`src/design/keyed_value_table_assert.svh`:
```
// Assertion macros for the keyed value table.
`ifndef KEYED_VALUE_TABLE_ASSERT_SVH
`define KEYED_VALUE_TABLE_ASSERT_SVH
`ifndef SYNTHESIS
`define KVT_ASSERT(lbl, clk, rstn, prop, msg) \
    lbl: assert property (@(posedge clk) disable iff (!rstn) (prop)) else $error(msg);
`define KVT_NEVER(lbl, clk, rstn, cond, msg) \
    lbl: assert property (@(posedge clk) disable iff (!rstn) !(cond)) else $error(msg);
`else
`define KVT_ASSERT(lbl, clk, rstn, prop, msg)
`define KVT_NEVER(lbl, clk, rstn, cond, msg)
`endif
`endif

```
`src/design/kvt_pkg.sv`:
```
// Types and constants shared by the keyed value table files.
`timescale 1ns / 1ps
`default_nettype none

package kvt_pkg;

    localparam int KEY_W = 8;
    localparam int VAL_W = 8;

    typedef enum logic [1:0] {
        OP_INSERT = 2'd0,
        OP_LOOKUP = 2'd1,
        OP_REMOVE = 2'd2,
        OP_UPDATE = 2'd3
    } t_opcode;

    typedef enum logic [3:0] {
        S_CLEAR  = 4'b0001,
        S_IDLE   = 4'b0010,
        S_SCAN   = 4'b0100,
        S_COMMIT = 4'b1000
    } t_state;

endpackage

`default_nettype wire

```
`src/design/kvt_req_if.sv`:
```
// Request channel of the keyed value table.
`timescale 1ns / 1ps
`default_nettype none

interface kvt_req_if;
    logic                          valid;
    logic                          ready;
    kvt_pkg::t_opcode              opcode;
    logic [kvt_pkg::KEY_W-1:0]     key;
    logic [kvt_pkg::VAL_W-1:0]     value_in;

    modport source (output valid, output opcode, output key, output value_in, input ready);
    modport sink (input valid, input opcode, input key, input value_in, output ready);
endinterface

`default_nettype wire

```
`src/design/kvt_rsp_if.sv`:
```
// Response channel of the keyed value table.
`timescale 1ns / 1ps
`default_nettype none

interface kvt_rsp_if;
    logic                          valid;
    logic                          ready;
    logic                          success;
    logic [kvt_pkg::VAL_W-1:0]     value_out;

    modport source (output valid, output success, output value_out, input ready);
    modport sink (input valid, input success, input value_out, output ready);
endinterface

`default_nettype wire

```
`src/design/keyed_value_table.sv`:
```
// Keyed value table: one item at a time, linear scan of a key and a value memory.
// Nonzero key: S_SCAN reads every entry, then S_COMMIT registers the result; the next item waits for it.
// Key zero skips the scan and goes straight to S_COMMIT, which registers a failed result.
// The scan reads one memory entry per cycle through the single read port.
// After reset a clearing pass (S_CLEAR) zeroes both memories; no item is taken then.
`timescale 1ns / 1ps
`default_nettype none

`include "keyed_value_table_assert.svh"

module keyed_value_table #(
    parameter int ENTRIES = 32
) (
    input  wire        i_clk,
    input  wire        i_rst_n,
    kvt_req_if.sink    i_req,
    kvt_rsp_if.source  o_rsp
);

    localparam int AW = $clog2(ENTRIES);
    localparam logic [AW-1:0] LAST = AW'(ENTRIES - 1);

    logic [kvt_pkg::KEY_W-1:0] key_mem [ENTRIES];
    logic [kvt_pkg::VAL_W-1:0] val_mem [ENTRIES];

    kvt_pkg::t_state           r_state;
    logic [AW-1:0]             r_idx;
    logic                      r_issue;
    logic                      r_cmp_vld;
    logic [AW-1:0]             r_cmp_idx;
    logic [kvt_pkg::KEY_W-1:0] r_key_rd;
    logic [kvt_pkg::VAL_W-1:0] r_val_rd;

    kvt_pkg::t_opcode          r_op;
    logic [kvt_pkg::KEY_W-1:0] r_key;
    logic [kvt_pkg::VAL_W-1:0] r_val;

    logic                      r_hit;
    logic [AW-1:0]             r_hit_idx;
    logic [kvt_pkg::VAL_W-1:0] r_hit_val;
    logic                      r_free;
    logic [AW-1:0]             r_free_idx;

    logic                      r_out_vld;
    logic                      r_out_ok;
    logic [kvt_pkg::VAL_W-1:0] r_out_val;

    logic                      out_free;
    logic                      commit;
    logic                      n_ok;
    logic [kvt_pkg::VAL_W-1:0] n_rd;
    logic                      key_we;
    logic                      val_we;
    logic [AW-1:0]             wr_idx;
    logic [kvt_pkg::KEY_W-1:0] key_wd;
    logic [kvt_pkg::VAL_W-1:0] val_wd;
    logic                      key_nz;
    logic                      cmp_match;
    logic                      cmp_empty;

    assign i_req.ready     = (r_state == kvt_pkg::S_IDLE);
    assign o_rsp.valid     = r_out_vld;
    assign o_rsp.success   = r_out_ok;
    assign o_rsp.value_out = r_out_val;

    assign out_free  = !r_out_vld || o_rsp.ready;
    assign commit    = (r_state == kvt_pkg::S_COMMIT) && out_free;
    assign key_nz    = (r_key != '0);
    assign cmp_match = r_cmp_vld && key_nz && (r_key_rd == r_key);
    assign cmp_empty = r_cmp_vld && (r_key_rd == '0);

    always_comb begin
        n_ok   = 1'b0;
        n_rd   = '0;
        key_we = 1'b0;
        val_we = 1'b0;
        wr_idx = r_hit_idx;
        key_wd = '0;
        val_wd = '0;
        if (r_state == kvt_pkg::S_CLEAR) begin
            key_we = 1'b1;
            val_we = 1'b1;
            wr_idx = r_idx;
        end else if (commit && key_nz) begin
            unique case (r_op)
                kvt_pkg::OP_INSERT: begin
                    n_ok   = !r_hit && r_free;
                    key_we = n_ok;
                    val_we = n_ok;
                    wr_idx = r_free_idx;
                    key_wd = r_key;
                    val_wd = r_val;
                end
                kvt_pkg::OP_LOOKUP: begin
                    n_ok = r_hit;
                    n_rd = r_hit ? r_hit_val : '0;
                end
                kvt_pkg::OP_REMOVE: begin
                    n_ok   = r_hit;
                    key_we = r_hit;
                    val_we = r_hit;
                end
                kvt_pkg::OP_UPDATE: begin
                    n_ok   = r_hit;
                    val_we = r_hit;
                    val_wd = r_val;
                end
                default: begin
                    n_ok = 1'b0;
                end
            endcase
        end
    end

    always_ff @(posedge i_clk) begin
        if (key_we) begin
            key_mem[wr_idx] <= key_wd;
        end
        if (val_we) begin
            val_mem[wr_idx] <= val_wd;
        end
        if (r_state == kvt_pkg::S_SCAN && r_issue) begin
            r_key_rd <= key_mem[r_idx];
            r_val_rd <= val_mem[r_idx];
        end
    end

    always_ff @(posedge i_clk) begin
        if (!i_rst_n) begin
            r_state   <= kvt_pkg::S_CLEAR;
            r_idx     <= '0;
            r_issue   <= 1'b0;
            r_cmp_vld <= 1'b0;
            r_hit     <= 1'b0;
            r_free    <= 1'b0;
            r_out_vld <= 1'b0;
        end else begin
            if (o_rsp.ready) begin
                r_out_vld <= 1'b0;
            end
            unique case (r_state)
                kvt_pkg::S_CLEAR: begin
                    r_idx <= r_idx + 1'b1;
                    if (r_idx == LAST) begin
                        r_idx   <= '0;
                        r_state <= kvt_pkg::S_IDLE;
                    end
                end
                kvt_pkg::S_IDLE: begin
                    if (i_req.valid) begin
                        r_op    <= i_req.opcode;
                        r_key   <= i_req.key;
                        r_val   <= i_req.value_in;
                        r_hit   <= 1'b0;
                        r_free  <= 1'b0;
                        r_idx   <= '0;
                        r_issue <= (i_req.key != '0);
                        r_state <= (i_req.key != '0) ? kvt_pkg::S_SCAN : kvt_pkg::S_COMMIT;
                    end
                end
                kvt_pkg::S_SCAN: begin
                    r_cmp_vld <= r_issue;
                    r_cmp_idx <= r_idx;
                    if (r_issue) begin
                        r_idx <= r_idx + 1'b1;
                        if (r_idx == LAST) begin
                            r_issue <= 1'b0;
                        end
                    end
                    if (cmp_match && !r_hit) begin
                        r_hit     <= 1'b1;
                        r_hit_idx <= r_cmp_idx;
                        r_hit_val <= r_val_rd;
                    end
                    if (cmp_empty && !r_free) begin
                        r_free     <= 1'b1;
                        r_free_idx <= r_cmp_idx;
                    end
                    if (r_cmp_vld && r_cmp_idx == LAST) begin
                        r_cmp_vld <= 1'b0;
                        r_state   <= kvt_pkg::S_COMMIT;
                    end
                end
                kvt_pkg::S_COMMIT: begin
                    if (out_free) begin
                        r_out_vld <= 1'b1;
                        r_out_ok  <= n_ok;
                        r_out_val <= n_rd;
                        r_state   <= kvt_pkg::S_IDLE;
                    end
                end
                default: begin
                    r_state <= kvt_pkg::S_CLEAR;
                    r_idx   <= '0;
                end
            endcase
        end
    end

    `KVT_NEVER(a_no_write_in_scan, i_clk, i_rst_n, (r_state == kvt_pkg::S_SCAN) && (key_we || val_we), "memory written during scan")
    `KVT_ASSERT(a_last_cmp_commits, i_clk, i_rst_n, (r_state == kvt_pkg::S_SCAN) && r_cmp_vld && (r_cmp_idx == LAST) |=> (r_state == kvt_pkg::S_COMMIT), "scan end did not commit")
    `KVT_NEVER(a_key_zero_fails, i_clk, i_rst_n, commit && !key_nz && (n_ok || key_we || val_we), "key zero changed table or succeeded")
    `KVT_ASSERT(a_result_from_commit, i_clk, i_rst_n, $rose(r_out_vld) |-> $past(r_state == kvt_pkg::S_COMMIT), "result without commit")
    `KVT_NEVER(a_insert_dup, i_clk, i_rst_n, commit && (r_op == kvt_pkg::OP_INSERT) && n_ok && r_hit, "insert of present key")

endmodule

`default_nettype wire
```
`src/flat_wrapper.sv`:
```
// flat-port wrapper written by rule: the top's interface ports become plain ports
module keyed_value_table_flat 
#(
    parameter int ENTRIES = 32
)
  (i_clk, i_rst_n, i_req_valid, i_req_opcode, i_req_key, i_req_value_in, i_req_ready, o_rsp_valid, o_rsp_success, o_rsp_value_out, o_rsp_ready);
  kvt_req_if i_req_i ();
  kvt_rsp_if o_rsp_i ();
  input  wire i_clk;
  input  wire i_rst_n;
  input wire logic [$bits(i_req_i.valid)-1:0] i_req_valid;
  input wire logic [$bits(i_req_i.opcode)-1:0] i_req_opcode;
  input wire logic [$bits(i_req_i.key)-1:0] i_req_key;
  input wire logic [$bits(i_req_i.value_in)-1:0] i_req_value_in;
  output wire logic [$bits(i_req_i.ready)-1:0] i_req_ready;
  output wire logic [$bits(o_rsp_i.valid)-1:0] o_rsp_valid;
  output wire logic [$bits(o_rsp_i.success)-1:0] o_rsp_success;
  output wire logic [$bits(o_rsp_i.value_out)-1:0] o_rsp_value_out;
  input wire logic [$bits(o_rsp_i.ready)-1:0] o_rsp_ready;
  assign i_req_i.valid = i_req_valid;
  assign i_req_i.opcode = i_req_opcode;
  assign i_req_i.key = i_req_key;
  assign i_req_i.value_in = i_req_value_in;
  assign i_req_ready = i_req_i.ready;
  assign o_rsp_valid = o_rsp_i.valid;
  assign o_rsp_success = o_rsp_i.success;
  assign o_rsp_value_out = o_rsp_i.value_out;
  assign o_rsp_i.ready = o_rsp_ready;
  keyed_value_table #(.ENTRIES(ENTRIES)) u_core (.i_clk(i_clk), .i_rst_n(i_rst_n), .i_req(i_req_i), .o_rsp(o_rsp_i));
endmodule
```
`config.mk`:
```
export PLATFORM = sky130hd
export DESIGN_NAME = keyed_value_table_flat
export DESIGN_NICKNAME = d
export VERILOG_FILES = /design/src/design/kvt_pkg.sv /design/src/design/kvt_req_if.sv /design/src/design/kvt_rsp_if.sv /design/src/design/keyed_value_table.sv /design/src/flat_wrapper.sv
export VERILOG_INCLUDE_DIRS = /design/src /design/src/design
export SDC_FILE = /design/constraint.sdc
export NUM_CORES = 1
export LEC_CHECK = 0
export ABC_AREA = 1
export BUFFER_PORTS_ARGS = -buffer_cell sky130_fd_sc_hd__buf_2
export CORE_ASPECT_RATIO = 1.5
export CORE_MARGIN = 8
export CORE_UTILIZATION = 45
export CTS_CLUSTER_SIZE = 25
export DETAILED_ROUTE_END_ITERATION = 8
export PLACE_DENSITY_LB_ADDON = 0.25
export SLEW_MARGIN = 0
export SYNTH_ARGS = -nofsm -noshare
export SYNTH_HDL_FRONTEND = slang
export SYNTH_SLANG_ARGS = --single-unit
```
`constraint.sdc`:
```
create_clock -name i_clk -period 2.7 [get_ports i_clk]
set_input_delay 0.54 -clock i_clk [delete_from_list [all_inputs] [get_ports i_clk]]
set_output_delay 0.54 -clock i_clk [all_outputs]
set_load 0.03 [all_outputs]
```
=== After elaboration in Yosys (flattened, before gate mapping) ===
Memories as Yosys holds them, arrays and structs flattened. A register that Yosys moved wholly into a read port is not among the register bits.
Cells that the tools add are included.

* Register bits: 64
* Memory bits (writable): 512
* Input port bits: 22
* Output and inout bits: 11
* Memories kept: 2

{| class="wikitable"
|+ Memories
! memory !! words !! width !! read ports !! clocked after memory_dff !! write ports !! RTL line !! RTL
|-
| u_core.key_mem || 32 || 8 || 1 || 1 || 1 || keyed_value_table.sv:23 || <nowiki>logic [kvt_pkg::KEY_W-1:0] key_mem [ENTRIES];</nowiki>
|-
| u_core.val_mem || 32 || 8 || 1 || 1 || 1 || keyed_value_table.sv:24 || <nowiki>logic [kvt_pkg::VAL_W-1:0] val_mem [ENTRIES];</nowiki>
|}

* Add/subtract/negate cells: 1
* Eq/ne operators: 17
* Mux-type cells: 43
* Bitwise logic cells: 4
* Reductions and logical operators: 34

{| class="wikitable"
|+ Operator list
! cell !! number
|-
| two-way mux 8 bit || 6
|-
| two-way mux 5 bit || 6
|-
| AND reduction 3 bit || 7
|-
| two-way mux 4 bit || 5
|-
| one-hot mux 5 bit (4 select lines) || 1
|-
| two-way mux 1 bit || 18
|-
| one-hot mux 4 bit (4 select lines) || 1
|-
| nonzero test 8 bit || 2
|-
| one-hot mux 1 bit (2 select lines) || 6
|-
| == test 5 bit (second input constant) || 2
|-
| logical AND 1 bit || 10
|-
| != test 2 bit (second input constant) || 5
|-
| == test 8 bit || 1
|-
| logical NOT 8 bit || 1
|-
| OR reduction 2 bit || 3
|-
| adder 5 x 1 -> 5 bit (second input constant) || 1
|-
| == test 2 bit (second input constant) || 2
|-
| == test 4 x 1 -> 1 bit (second input constant) || 1
|-
| == test 4 x 2 -> 1 bit (second input constant) || 1
|-
| == test 4 x 3 -> 1 bit (second input constant) || 1
|-
| == test 4 bit (second input constant) || 1
|-
| != test 2 x 1 -> 1 bit (second input constant) || 2
|-
| inverter 1 bit || 4
|-
| AND reduction 2 bit || 2
|-
| other kinds (8) || 10
|}

=== Logic depth before layout (Yosys ltp) ===
Gate-level depths: netlist of the first run.

* Depth after elaboration: 8
* Mapped depth: 15
* Depth with buffers taken out: 13

=== Worst setup path after synthesis of the first run ===
No wires, ideal clock.

* Kind: register to register
* Start: register u_core.r_op[0]
* End: memory u_core.key_mem[0][0] in the netlist's numbering (data pin)
* Setup time: 0.445 ns
* Arrival: 2.317 ns
* Slack: -0.062 ns
* Cell stages (with the launch flop): 7
* Path buffers: 2
* Path through: edfxtp_1 > inv_1 > ha_1 > buf_2 > inv_1 > buf_4 > nor3_1

* Word-level cells in the longest chain between the ends: 4

{| class="wikitable"
|+ Ends and longest elaborated chain
! item !! RTL line !! RTL
|-
| from (decl) || keyed_value_table.sv:34 || <nowiki>kvt_pkg::t_opcode r_op;</nowiki>
|-
| from (signal assigned) || keyed_value_table.sv:151 || <nowiki>r_op <= i_req.opcode;</nowiki>
|-
| logical NOT 2 bit || keyed_value_table.sv:85 || <nowiki>unique case (r_op)</nowiki>
|-
| two-way mux 8 bit || keyed_value_table.sv:85 ||
|-
| two-way mux 8 bit || keyed_value_table.sv:84 || <nowiki>end else if (commit && key_nz) begin</nowiki>
|-
| two-way mux 8 bit || keyed_value_table.sv:80 || <nowiki>if (r_state == kvt_pkg::S_CLEAR) begin</nowiki>
|-
| net u_core.key_wd, one bit || keyed_value_table.sv:55 || <nowiki>logic [kvt_pkg::KEY_W-1:0] key_wd;</nowiki>
|-
| to (decl) || keyed_value_table.sv:23 ||
|}

The timed path passes the listed nets, and every way through them passes these cells.

=== Worst setup path after layout of the first run ===
* Start: register u_core.r_key[3] in the netlist's numbering
* End: memory u_core.key_mem[25][2] in the netlist's numbering, enable pin

* Word-level cells in the longest chain between the ends: 6
* Elaborated cells on any way between the ends: 8
* Those cells by class: mux (6); reduce/logical (2)

{| class="wikitable"
|+ Ends and longest elaborated chain
! item !! RTL line !! RTL
|-
| from (decl) || keyed_value_table.sv:35 || <nowiki>logic [kvt_pkg::KEY_W-1:0] r_key;</nowiki>
|-
| from (signal assigned) || keyed_value_table.sv:152 || <nowiki>r_key <= i_req.key;</nowiki>
|-
| nonzero test 8 bit * || keyed_value_table.sv:68 || <nowiki>assign key_nz = (r_key != '0);</nowiki>
|-
| logical AND 1 bit * || keyed_value_table.sv:84 ||
|-
| two-way mux 1 bit || keyed_value_table.sv:84 ||
|-
| two-way mux 1 bit || keyed_value_table.sv:80 ||
|-
| two-way mux 1 bit || keyed_value_table.sv:116 || <nowiki>if (key_we) begin</nowiki>
|-
| two-way mux 1 bit (not written as such) || keyed_value_table.sv:117 || <nowiki>key_mem[wr_idx] <= key_wd;</nowiki>
|}

Every way passes the cells marked *; elsewhere a longest branch is shown, timed or not.

==> results of run 1 <==
==> area by class of cell <==
type	instances	area, um2
clock inverter	26	263
timing repair buffer	166	1340
multi-input combinational	1122	5680
clock buffer	76	1550
tap	682	853
sequential	592	17600
fill	4377	25100
inverter	63	243
==> power groups by stage <==
stage               sequential, mW  clock, mW  combinational, mW
finish                        11.1       7.83               7.24
global placement              11.3          0               7.08
global route                  11.1       8.27               7.91
detailed placement            11.3          0               7.18
floorplan                     11.2          0               4.63
CTS                           11.1       7.92               7.22
==> per-stage QoR <==
stage | setup TNS (ns) | hold slack [ns]
finish | 0 | 0.121
detailed placement | 0 | 0.406
global route | -0.0114 | 0.0976
CTS | 0 | 0.0974
floorplan | -15.81 | 0.400
global placement | 0 | 0.403
==> per-layer routing <==
| metal | part of all wire, % | track usage (%) | vias up |
|---|---|---|---|
| met1 | 38 | 23.9 | 7730 |
| met4 | 3.9 | 8.52 | 0 |
| li1 | - | - | 7158 |
| met2 | 53 | 36.6 | 538 |
| met5 | 0 | 0 | - |
| met3 | 5.1 | 2.22 | 120 |
==> state kept, by name, summed over array words and instances, names as in the netlist, 5 cells and up <==
signal / flops
u_core.key_mem: 256
u_core.o_rsp.value_out: 8
u_core.r_cmp_idx: 5
u_core.r_free_idx: 5
u_core.r_hit_idx: 5
u_core.r_hit_val: 8
u_core.r_idx: 5
u_core.r_key: 8
u_core.r_key_rd: 8
u_core.r_val: 8
u_core.r_val_rd: 8
u_core.val_mem: 256
==> cell families (layout without fill, tap and decap cells) <==
kind of cell             count (synthesis)  count (layout)  share of synthesized area, %
XOR/XNOR                                 4               4                         0.146
adder cells (fa/ha/maj)                  8               8                         0.417
buffers and inverters                  184             331                          3.20
AND/OR/NAND/NOR                        693             693                          11.9
flip-flops                             592             592                          73.5
AO/OA/AOI/OAI                          417             417                          10.8
==> cell usage after synthesis (all sizes together) <==
cell	n	share of area, %
or2	1	0.026
buf	44	1.0
o22ai	4	0.10
o221ai	120	4.4
edfxtp	578	72
o21ai	263	5.5
clkbuf	77	1.2
ha	8	0.42
nand4	2	0.052
o2111ai	1	0.037
dfxtp	14	1.2
inv	61	0.95
clkinv	2	0.031
xnor2	3	0.11
nor2	384	6.4
o311ai	1	0.037
nand3b	1	0.031
nor4	5	0.13
a211oi	4	0.13
nand2	205	3.4
a21oi	18	0.41
xor2	1	0.037
nor3	13	0.27
nand3	82	1.7
o211ai	6	0.21
==> path summary, 6_finish.rpt <==
| kind | to | cells past startpoint | slack (ns) | startpoint |
|---|---|---|---|---|
| max | u_core.key_mem[25][2] | 14 | 0.18 | u_core.r_key[3] |
| min | u_core.r_val[0] | 1 | 0.12 | i_req_value_in[0] |
| max reg2reg | u_core.key_mem[25][2] | 14 | 0.18 | u_core.r_key[3] |
| min reg2reg | u_core.r_hit_val[6] | 0 | 0.42 | u_core.r_val_rd[6] |
==> critical path, cell delays in order, from the launching register on <==
cell,delay [ns]
edfxtp_1,0.42
inv_1,0.17
nand2_1,0.07
nor2_1,0.11
nand2_2,0.17
nand2_4,0.17
nand2_2,0.05
nand2_1,0.05
nand2_1,0.08
nand2_4,0.13
inv_2,0.07
nor2_8,0.18
nand2_1,0.11
nor2_1,0.21
buf_4,0.22
==> timing repair <==
item	CTS	global route
pin swaps	0	1
setup endpoints to repair	8	489
setup buffers	0	2
gates cloned	0	0
resized for setup	1	4
==> run summary, run 1 <==
Global-route wire length before repair = 95100 um
Design Area, Final = 27600 um2
Sequential power share = 42.4%
Fin. Hold Viols = 0
Initial Util = 45.5%
Clk buf depth = 3
Cell variety after synth = 38
Register bit count reported by yosys = 592
I/O pins = 33
Fin cells = 2727
Pin count of the biggest net entering global routing = 120
Placed cell area = 25700 um2
CTS Buf Count = 54
Max-Cap Viols = 0
Syn nets = 1928
DP Cell Count = 2623
CTS tree = built
DR iter-0 viols = 1542
Num rows = 103
Vias per inst = 5.70
Fmax = 397 MHz
Total global routing overflow = 0
Antenna-violating nets left = 0
Critical Path Fanout Max = 9
Peak VDD IR = 0.685 mV
DRT Pass-1 Iters = 6
Clk slew on worst S/H paths = 0.06 ns
Post-layout util = 52.3%
LEAKAGE = 10.4 nW
HP Class = in -> reg
H-tree depth = 2
Area grow syn2layout = 14.9%
Slew Limit Fails = 0
Chip width = 205 um
Total die area = 61100 um2
Worst Skew = 0.0180 ns
Clock Power Share = 29.9%
Comb power frac = 27.7%
Power per cell area = 950 nW/um2
Critical Path RT = 3.00 ns
Vias in the first global route = 15900
Final setup vio count = 0
Yosys warnings = 0
Post-CTS Hold Fix Bufs = 0
Switch share = 32.8%
Via count = 15500
Remaining DRCs = 0
Antenna violations before repair = 0
Nets = 2029
Chip Height = 299 um
GP Congestion = 0.857
Status = complete, no violations
Sequential element share of the synthesized area = 73.5%
Crit. End Element = register
Psw = 8.59 mW
Antenna Cells = 0
Layout cell share with drive strength beyond 1 = 14.4%
WL final = 62400 um
Latest clock arrival within the worst-skew pair = 0.59 ns
Hpwl dp = 40300 um
Commonest non-fill, non-tap cells in the layout = edfxtp_1 (578), nor2_1 (364), o21ai_0 (254)
Global router's overall resource usage = 20.2%
Most common cell after layout, fill and taps aside = edfxtp_1
Number of port buffers = 32
Startpoint types = register
Internal Pwr Total = 17.6 mW
Worst-Margin Slew = 0.704 ns
Mapped Area = 24000 um2
Core ar. = 52700 um2
Post-Synthesis Cells = 1898
DR WL/cell = 22.9 um
Total chip power = 26.2 mW
Syn avg cell area = 12.6 um2
Clock sinks = 592
Final setup margin = 0.180 ns
Fin crit share = 93.3%
CTS Root Cell = clkbuf_16
Fin crit period = 2.52 ns
Slew HR = 53.1%
Dpl ws = 0.00622 ns
Setup CP Type = reg -> reg
Worst Path Arrival = 2.82 ns
Note: power is estimated with default switching activity, not from simulation.
==> run 2, diff against run 1 <==
--- a/config.mk
+++ b/config.mk
@@ -8,7 +8,6 @@
 export LEC_CHECK = 0
 export ABC_AREA = 1
 export BUFFER_PORTS_ARGS = -buffer_cell sky130_fd_sc_hd__buf_2
-export CORE_ASPECT_RATIO = 1.5
 export CORE_MARGIN = 8
 export CORE_UTILIZATION = 45
 export CTS_CLUSTER_SIZE = 25
==> run summary, run 2 (synthesis results as in run 1) <==
Status = complete, no violations
Nets = 2025 (-0.20%)
Post-CTS setup buffers = 0 (unchanged)
CTS tree = built
HP Class = in -> reg
Crit-path max cell delay = 0.41 ns (about the same)
Worst Hold Launch = i_req_value_in[3]
Most Frequent Cell on Critical Path = nand2_1
CP cell instances = inv_1, nand2_1, nor2_1, nand2_2, nand2_4, nand2_1, nand2_1, a21oi_2, nor2_1, nand2_1, nor2_1, buf_4
Via count = 15600 (+0.61%)
Hold endpoint = u_core.r_val[3]
Peak VDD IR = 0.573 mV (-16%)
Slew Limit Fails = 0 (unchanged)
Worst r2r src = u_core.r_key[7]
Worst Skew = 0.0168 ns (-0.00122 ns)
Fmax = 401 MHz (+1.0%)
Critical Path Fanout Max = 9 (unchanged)
Latest clock arrival within the worst-skew pair = 0.62 ns (+0.03 ns)
Worst Path Arrival = 2.81 ns (about the same)
WL final = 61900 um (-0.88%)
H-tree depth = 2 (unchanged)
CTS Root Cell = clkbuf_16
Pin count of the biggest net entering global routing = 86 (-28%)
Vias per inst = 5.73 (+0.43%)
Hpwl dp = 38000 um (-5.6%)
RSZ-0062 raised after global routing = false
Antenna Cells = 0 (unchanged)
Num rows = 84 (-18%)
Number of port buffers = 32 (unchanged)
CP delay by family, top = simple AND/OR/NAND/NOR gates
Clock sinks = 592 (unchanged)
Core ar. = 52700 um2 (-0.10%)
Filler cell count = 4376 (-0.023%)
Startpoint types = register
Clk buf depth = 3 (unchanged)
Total global routing overflow = 0 (unchanged)
Fin crit share = 92.4% (-0.96 points)
Internal Pwr Total = 17.5 mW (-0.52%)
Slew HR = 64.6% (+12 points)
Area grow syn2layout = 15.1%
Worst Path Buf+Inv = 2 (-1)
CTS Buf Count = 58 (+7.4%)
GP Congestion = 0.880 (+2.7%)
Clk slew on worst S/H paths = 0.06 ns (about the same)
Critical Path RT = 3.02 ns (+0.02 ns)
Comb power frac = 27.5% (-0.2 points)
Max-Cap Viols = 0 (unchanged)
Layout cell share with drive strength beyond 1 = 14.4% (-0.042 points)
Antenna violations before repair = 0 (unchanged)
Fin. Hold Viols = 0 (unchanged)
DRT Pass-1 Iters = 5 (-1)
Vias in the first global route = 15400 (-3.2%)
I/O pins = 33 (unchanged)
Final setup vio count = 0 (unchanged)
Commonest non-fill, non-tap cells in the layout = edfxtp_1 (578), nor2_1 (360), o21ai_0 (254)
Worst-Margin Slew = 0.530 ns (-0.173 ns)
Flop2flop setup slack = 0.21 ns (+0.03 ns)
Reg2Reg Depth = 12 (-2)
Switch share = 33.2% (+0.37 points)
Sequential power share = 42.4% (about the same)
Top flop regs = u_core.key_mem x256, u_core.val_mem x256
Power per cell area = 948 nW/um2 (-0.17%)
Global router's overall resource usage = 20.1% (-0.14 points)
Chip width = 247 um (+21%)
LEAKAGE = 10.4 nW (-0.12%)
Setup CP Type = reg -> reg
Global-route wire length before repair = 93700 um (-1.4%)
Psw = 8.69 mW (+1.2%)
Antenna-violating nets left = 0 (unchanged)
Initial Util = 45.6% (+0.047 points)
Crit. End Element = register
Total chip power = 26.2 mW (about the same)
DR iter-0 viols = 1745 (+13%)
TNS Setup = 0 ns (unchanged)
Remaining DRCs = 0 (unchanged)
Clock Power Share = 30.1% (+0.2 points)
Critical R2R Capture = u_core.val_mem[5][6]
Most common cell after layout, fill and taps aside = edfxtp_1
Chip Height = 247 um (-17%)
Worst Hold Depth = 1 (unchanged)
Fin crit period = 2.49 ns (-0.0259 ns)
Critical-path top delay cell = edfxtp_1
DR WL/cell = 22.6 um (-1.1%)
Total die area = 61000 um2 (-0.25%)
## run 2: power groups by stage
stage               registers (mW)  clock network (mW)  logic, mW
floorplan                     11.2                   0       4.63
global placement              11.3                   0       7.01
detailed placement            11.3                   0       7.11
CTS                           11.1                8.01       7.14
global route                  11.2                8.35       7.92
finish                        11.1                7.87       7.20
## run 2: final cells by class
class                      instances  area [um2]  share of cell area (%)
inverter                          63         243                   0.879
timing repair buffer             158        1360                    4.91
sequential                       592       17600                    63.9
multi-input combinational       1122        5680                    20.6
tap                              688         861                    3.12
clock buffer                      80        1560                    5.66
clock inverter                    29         275                   0.996
## run 2: what timing repair did
item | CTS | global route
setup endpoints to repair | 0 | 398
resized for setup | 0 | 7
hold buffers | 0 | 0
## run 2: worst reg2reg max path: stages (launching register included)
cell and delay, ns:
edfxtp_1 0.41, inv_1 0.14, nand2_1 0.07, nor2_1 0.12, nand2_2 0.18, nand2_4 0.16, nand2_1 0.06, nand2_1 0.10
a21oi_2 0.10, nor2_1 0.32, nand2_1 0.20, nor2_1 0.14, buf_4 0.19
## run 2: worst max-delay path by stage
stage / start / end / cells after the start
2_1_floorplan: u_core.r_op[0] / u_core.key_mem[0][0] / 6
3_3_place_gp: u_core.r_op[1] / u_core.val_mem[30][1] / 14
3_5_place_dp: u_core.r_op[1] / u_core.key_mem[15][3] / 13
4_1_cts: u_core.r_op[1] / u_core.val_mem[30][1] / 14
5_1_grt: u_core.r_key[7] / u_core.val_mem[5][6] / 12
6_report: u_core.r_key[7] / u_core.val_mem[5][6] / 12
## run 2: metrics by stage
| stage | setup slack [ns] | area, um2 | utilization (%) | hold WS, ns | cells |
|---|---|---|---|---|---|
| after floorplan | -0.0618 | 24000 | - | 0.400 | 1898 |
| after global placement | 0.0806 | 25800 | 48.9 | 0.402 | 2623 |
| after detailed placement | 0.0675 | 25800 | 48.9 | 0.407 | 2623 |
| after CTS | 0.0244 | 27600 | 52.4 | 0.0629 | 2732 |
| after global routing | 0.0208 | 27600 | 52.5 | 0.0815 | 2732 |
| final | 0.206 | 27600 | 52.5 | 0.0959 | 2732 |
## run 2: layer usage
layer	wire length [um]	share of wire [%]	GRT usage, %	up-vias
met5	0	0	0	-
met2	30000	49	33.4	575
met1	26300	43	27.3	7806
li1	-	-	-	7157
met3	3910	6.3	2.46	103
met4	1660	2.7	6.51	0
==> run 3, diff against run 2 <==
--- a/config.mk
+++ b/config.mk
@@ -17,3 +17,4 @@
 export SYNTH_ARGS = -nofsm -noshare
 export SYNTH_HDL_FRONTEND = slang
 export SYNTH_SLANG_ARGS = --single-unit
+export TNS_END_PERCENT = 100
==> constraint.sdc (replaced) <==
create_clock -name i_clk -period 2.19 [get_ports i_clk]
set_input_delay 0.438 -clock i_clk [delete_from_list [all_inputs] [get_ports i_clk]]
set_output_delay 0.438 -clock i_clk [all_outputs]
set_load 0.03 [all_outputs]
==> run summary, run 3 (synthesis results as in run 1) <==
Num rows = 84 (unchanged)
Via count = 15900 (+1.8%)
Sequential cell area = 17600 um2 (about the same)
Final setup margin = -0.134 ns (-0.340 ns)
Violated checks = negative setup slack
Setup CP Type = reg -> reg
DP Cell Count = 2635 (+0.46%)
Worst Path Buf+Inv = 4 (+2)
Vias in the first global route = 15700 (+2.5%)
Fin. Hold Viols = 0 (unchanged)
Critical Path Fanout Max = 8 (-1)
Clk buf depth = 3 (unchanged)
Chip Height = 247 um (unchanged)
Slew HR = 62.2% (-2.4 points)
Fin crit share = 106% (+14 points)
I/O pins = 33 (unchanged)
Clock sinks = 592 (unchanged)
Latest clock arrival within the worst-skew pair = 0.62 ns (about the same)
DR iter-0 viols = 1592 (-8.8%)
Slew Limit Fails = 0 (unchanged)
Most Frequent Cell on Critical Path = nand2_4
Power per cell area = 1230 nW/um2 (+30%)
Antenna-violating nets left = 0 (unchanged)
Most common cell after layout, fill and taps aside = edfxtp_1
Area grow syn2layout = 24.9%
Final setup vio count = 485 (+485)
Worst-Margin Slew = 0.566 ns (+0.0355 ns)
CP delay by family, top = simple AND/OR/NAND/NOR gates
GP Congestion = 0.935 (+6.3%)
DRT Pass-1 Iters = 5 (unchanged)
Vias per inst = 5.69 (-0.65%)
Clk slew on worst S/H paths = 0.07 ns (about the same)
Chip width = 247 um (unchanged)
WL final = 62100 um (+0.33%)
Remaining DRCs = 0 (unchanged)
Fmax = 430 MHz (+7.3%)
Worst r2r src = u_core.r_key[6]
Worst Hold Depth = 1 (unchanged)
RSZ-0062 raised after global routing = true
Peak VDD IR = 1.40 mV (+140%)
Critical-path top delay cell = edfxtp_1
Fin crit period = 2.32 ns (-0.170 ns)
HP Class = in -> reg
Area of the multi-input gates = 6490 um2 (+14%)
CTS tree = built
Worst Hold Launch = i_req_value_in[6]
Clock Power Share = 28.6% (-1.5 points)
Commonest non-fill, non-tap cells in the layout = edfxtp_1 (578), nor2_1 (294), o21ai_0 (252)
Filler cell count = 4085 (-6.6%)
Status = complete, but fails checks
CP cell instances = inv_1, nand2_2, nor2_4, nand2_4, nand2_4, nand2_2, nand2_1, nand2_2, nand2_4, inv_4, nor2_8, buf_12, nand2_4, nor2_4, buf_12
Sequential power share = 37.0% (-5.4 points)
Flop2flop setup slack = -0.13 ns (-0.34 ns)
Max-Cap Viols = 0 (unchanged)
Crit. End Element = register
TNS Setup = -34.28 ns (-34.28 ns)
Placed cell area = 26800 um2 (+4.0%)
Crit-path max cell delay = 0.41 ns (about the same)
Worst Skew = 0.0351 ns (+0.0183 ns)
Cell count along the critical path = 15 (+3)
Design Area, Final = 30000 um2 (+8.5%)
Comb power frac = 34.3% (+6.8 points)
CTS Root Cell = clkbuf_16
Initial Util = 45.6% (unchanged)
LEAKAGE = 11.2 nW (+7.6%)
Antenna Cells = 0 (unchanged)
Pin count of the biggest net entering global routing = 104 (+21%)
Hpwl dp = 37500 um (-1.5%)
DR WL/cell = 22.2 um (-2.1%)
H-tree depth = 2 (unchanged)
Psw = 12.7 mW (+47%)
Nets = 2093 (+3.4%)
Fin cells = 2799 (+2.5%)
Core ar. = 52700 um2 (unchanged)
Total die area = 61000 um2 (unchanged)
Internal Pwr Total = 24.3 mW (+39%)
Total global routing overflow = 0 (unchanged)
Critical Path RT = 2.50 ns (-0.52 ns)
Antenna violations before repair = 0 (unchanged)
Global router's overall resource usage = 20.1% (+0.070 points)
Reg2Reg Depth = 15 (+3)
Global-route wire length before repair = 94600 um (+0.99%)
Switch share = 34.4% (+1.3 points)
Worst Path Arrival = 2.64 ns (-0.17 ns)
Top flop regs = u_core.key_mem x256, u_core.val_mem x256
Critical path origin = u_core.r_key[6]
Number of port buffers = 32 (unchanged)
Startpoint types = register
CTS Buf Count = 58 (unchanged)
Layout cell share with drive strength beyond 1 = 22.9% (+8.5 points)
## run 3: cell types whose count changed in the layout (fill, tap and decap cells not counted), sizes merged
cell         before  now
inv              62   60
clkinv           24   27
buf             158  207
nand2           205  206
dlygate4sd3       0   17
clkinvlp          1    6
clkbuf           80   68
bufinv            5   11
## run 3: path summary, 6_finish.rpt
kind                                end
setup / recovery  u_core.key_mem[18][6]
hold / removal          u_core.r_val[6]
setup reg to reg  u_core.key_mem[18][6]
hold reg to reg     u_core.r_hit_val[3]
## run 3: power groups by stage
stage	registers [mW]	logic (mW)	clock network, mW
2_1_floorplan	13.8	6.86	0
3_3_place_gp	13.9	10.4	0
3_5_place_dp	13.9	10.5	0
4_1_cts	13.7	12.2	10.7
5_1_grt	13.7	13.6	11.2
6_report	13.7	12.7	10.6
## run 3: worst register-to-register path: stages (launching register included)
cell      delay [ns]
edfxtp_1        0.41
inv_1           0.11
nand2_2         0.07
nor2_4          0.14
nand2_4         0.11
nand2_4         0.13
nand2_2         0.05
nand2_1         0.08
nand2_2         0.08
nand2_4         0.11
inv_4           0.06
nor2_8          0.13
buf_12          0.16
nand2_4         0.10
nor2_4          0.12
buf_12          0.14
## run 3: metrics by stage
step | util, % | worst slack [ns] | power [mW] | hold WS, ns
5_1_grt | 56.9 | -0.230 | 38.5 | 0.00366
2_1_floorplan | - | -0.464 | 20.7 | 0.400
6_report | 56.9 | -0.134 | 37.0 | 0.0205
3_3_place_gp | 50.9 | -0.182 | 24.3 | 0.405
4_1_cts | 56.6 | -0.105 | 36.6 | 0.00272
3_5_place_dp | 50.9 | -0.215 | 24.5 | 0.405
## run 3: cell type report
cell class | instances | share of cell area, %
multi-input cells | 1123 | 21.7
well taps | 688 | 2.87
clock inverters | 41 | 1.64
repair buffers | 225 | 8.96
clock buffers | 67 | 5.17
inverters | 63 | 0.843
flip-flops and latches | 592 | 58.9
## run 3: metal layers
metal	vias up	GRT usage [%]	wire length, um
met2	584	33.0	29800
met4	0	8.21	2150
met1	7937	27.4	26500
met3	105	2.14	3600
met5	-	0	0
li1	7295	-	-
## run 3: what timing repair did
action | 4_1_cts | 5_1_grt
cloned | 2 | 1
endpoints found under the hold margin | 17 | 0
gates resized for setup | 88 | 27
pin swaps | 55 | 22
setup buffers | 29 | 7
hold buffers | 17 | 0
endpoints found under the setup margin | 512 | 514
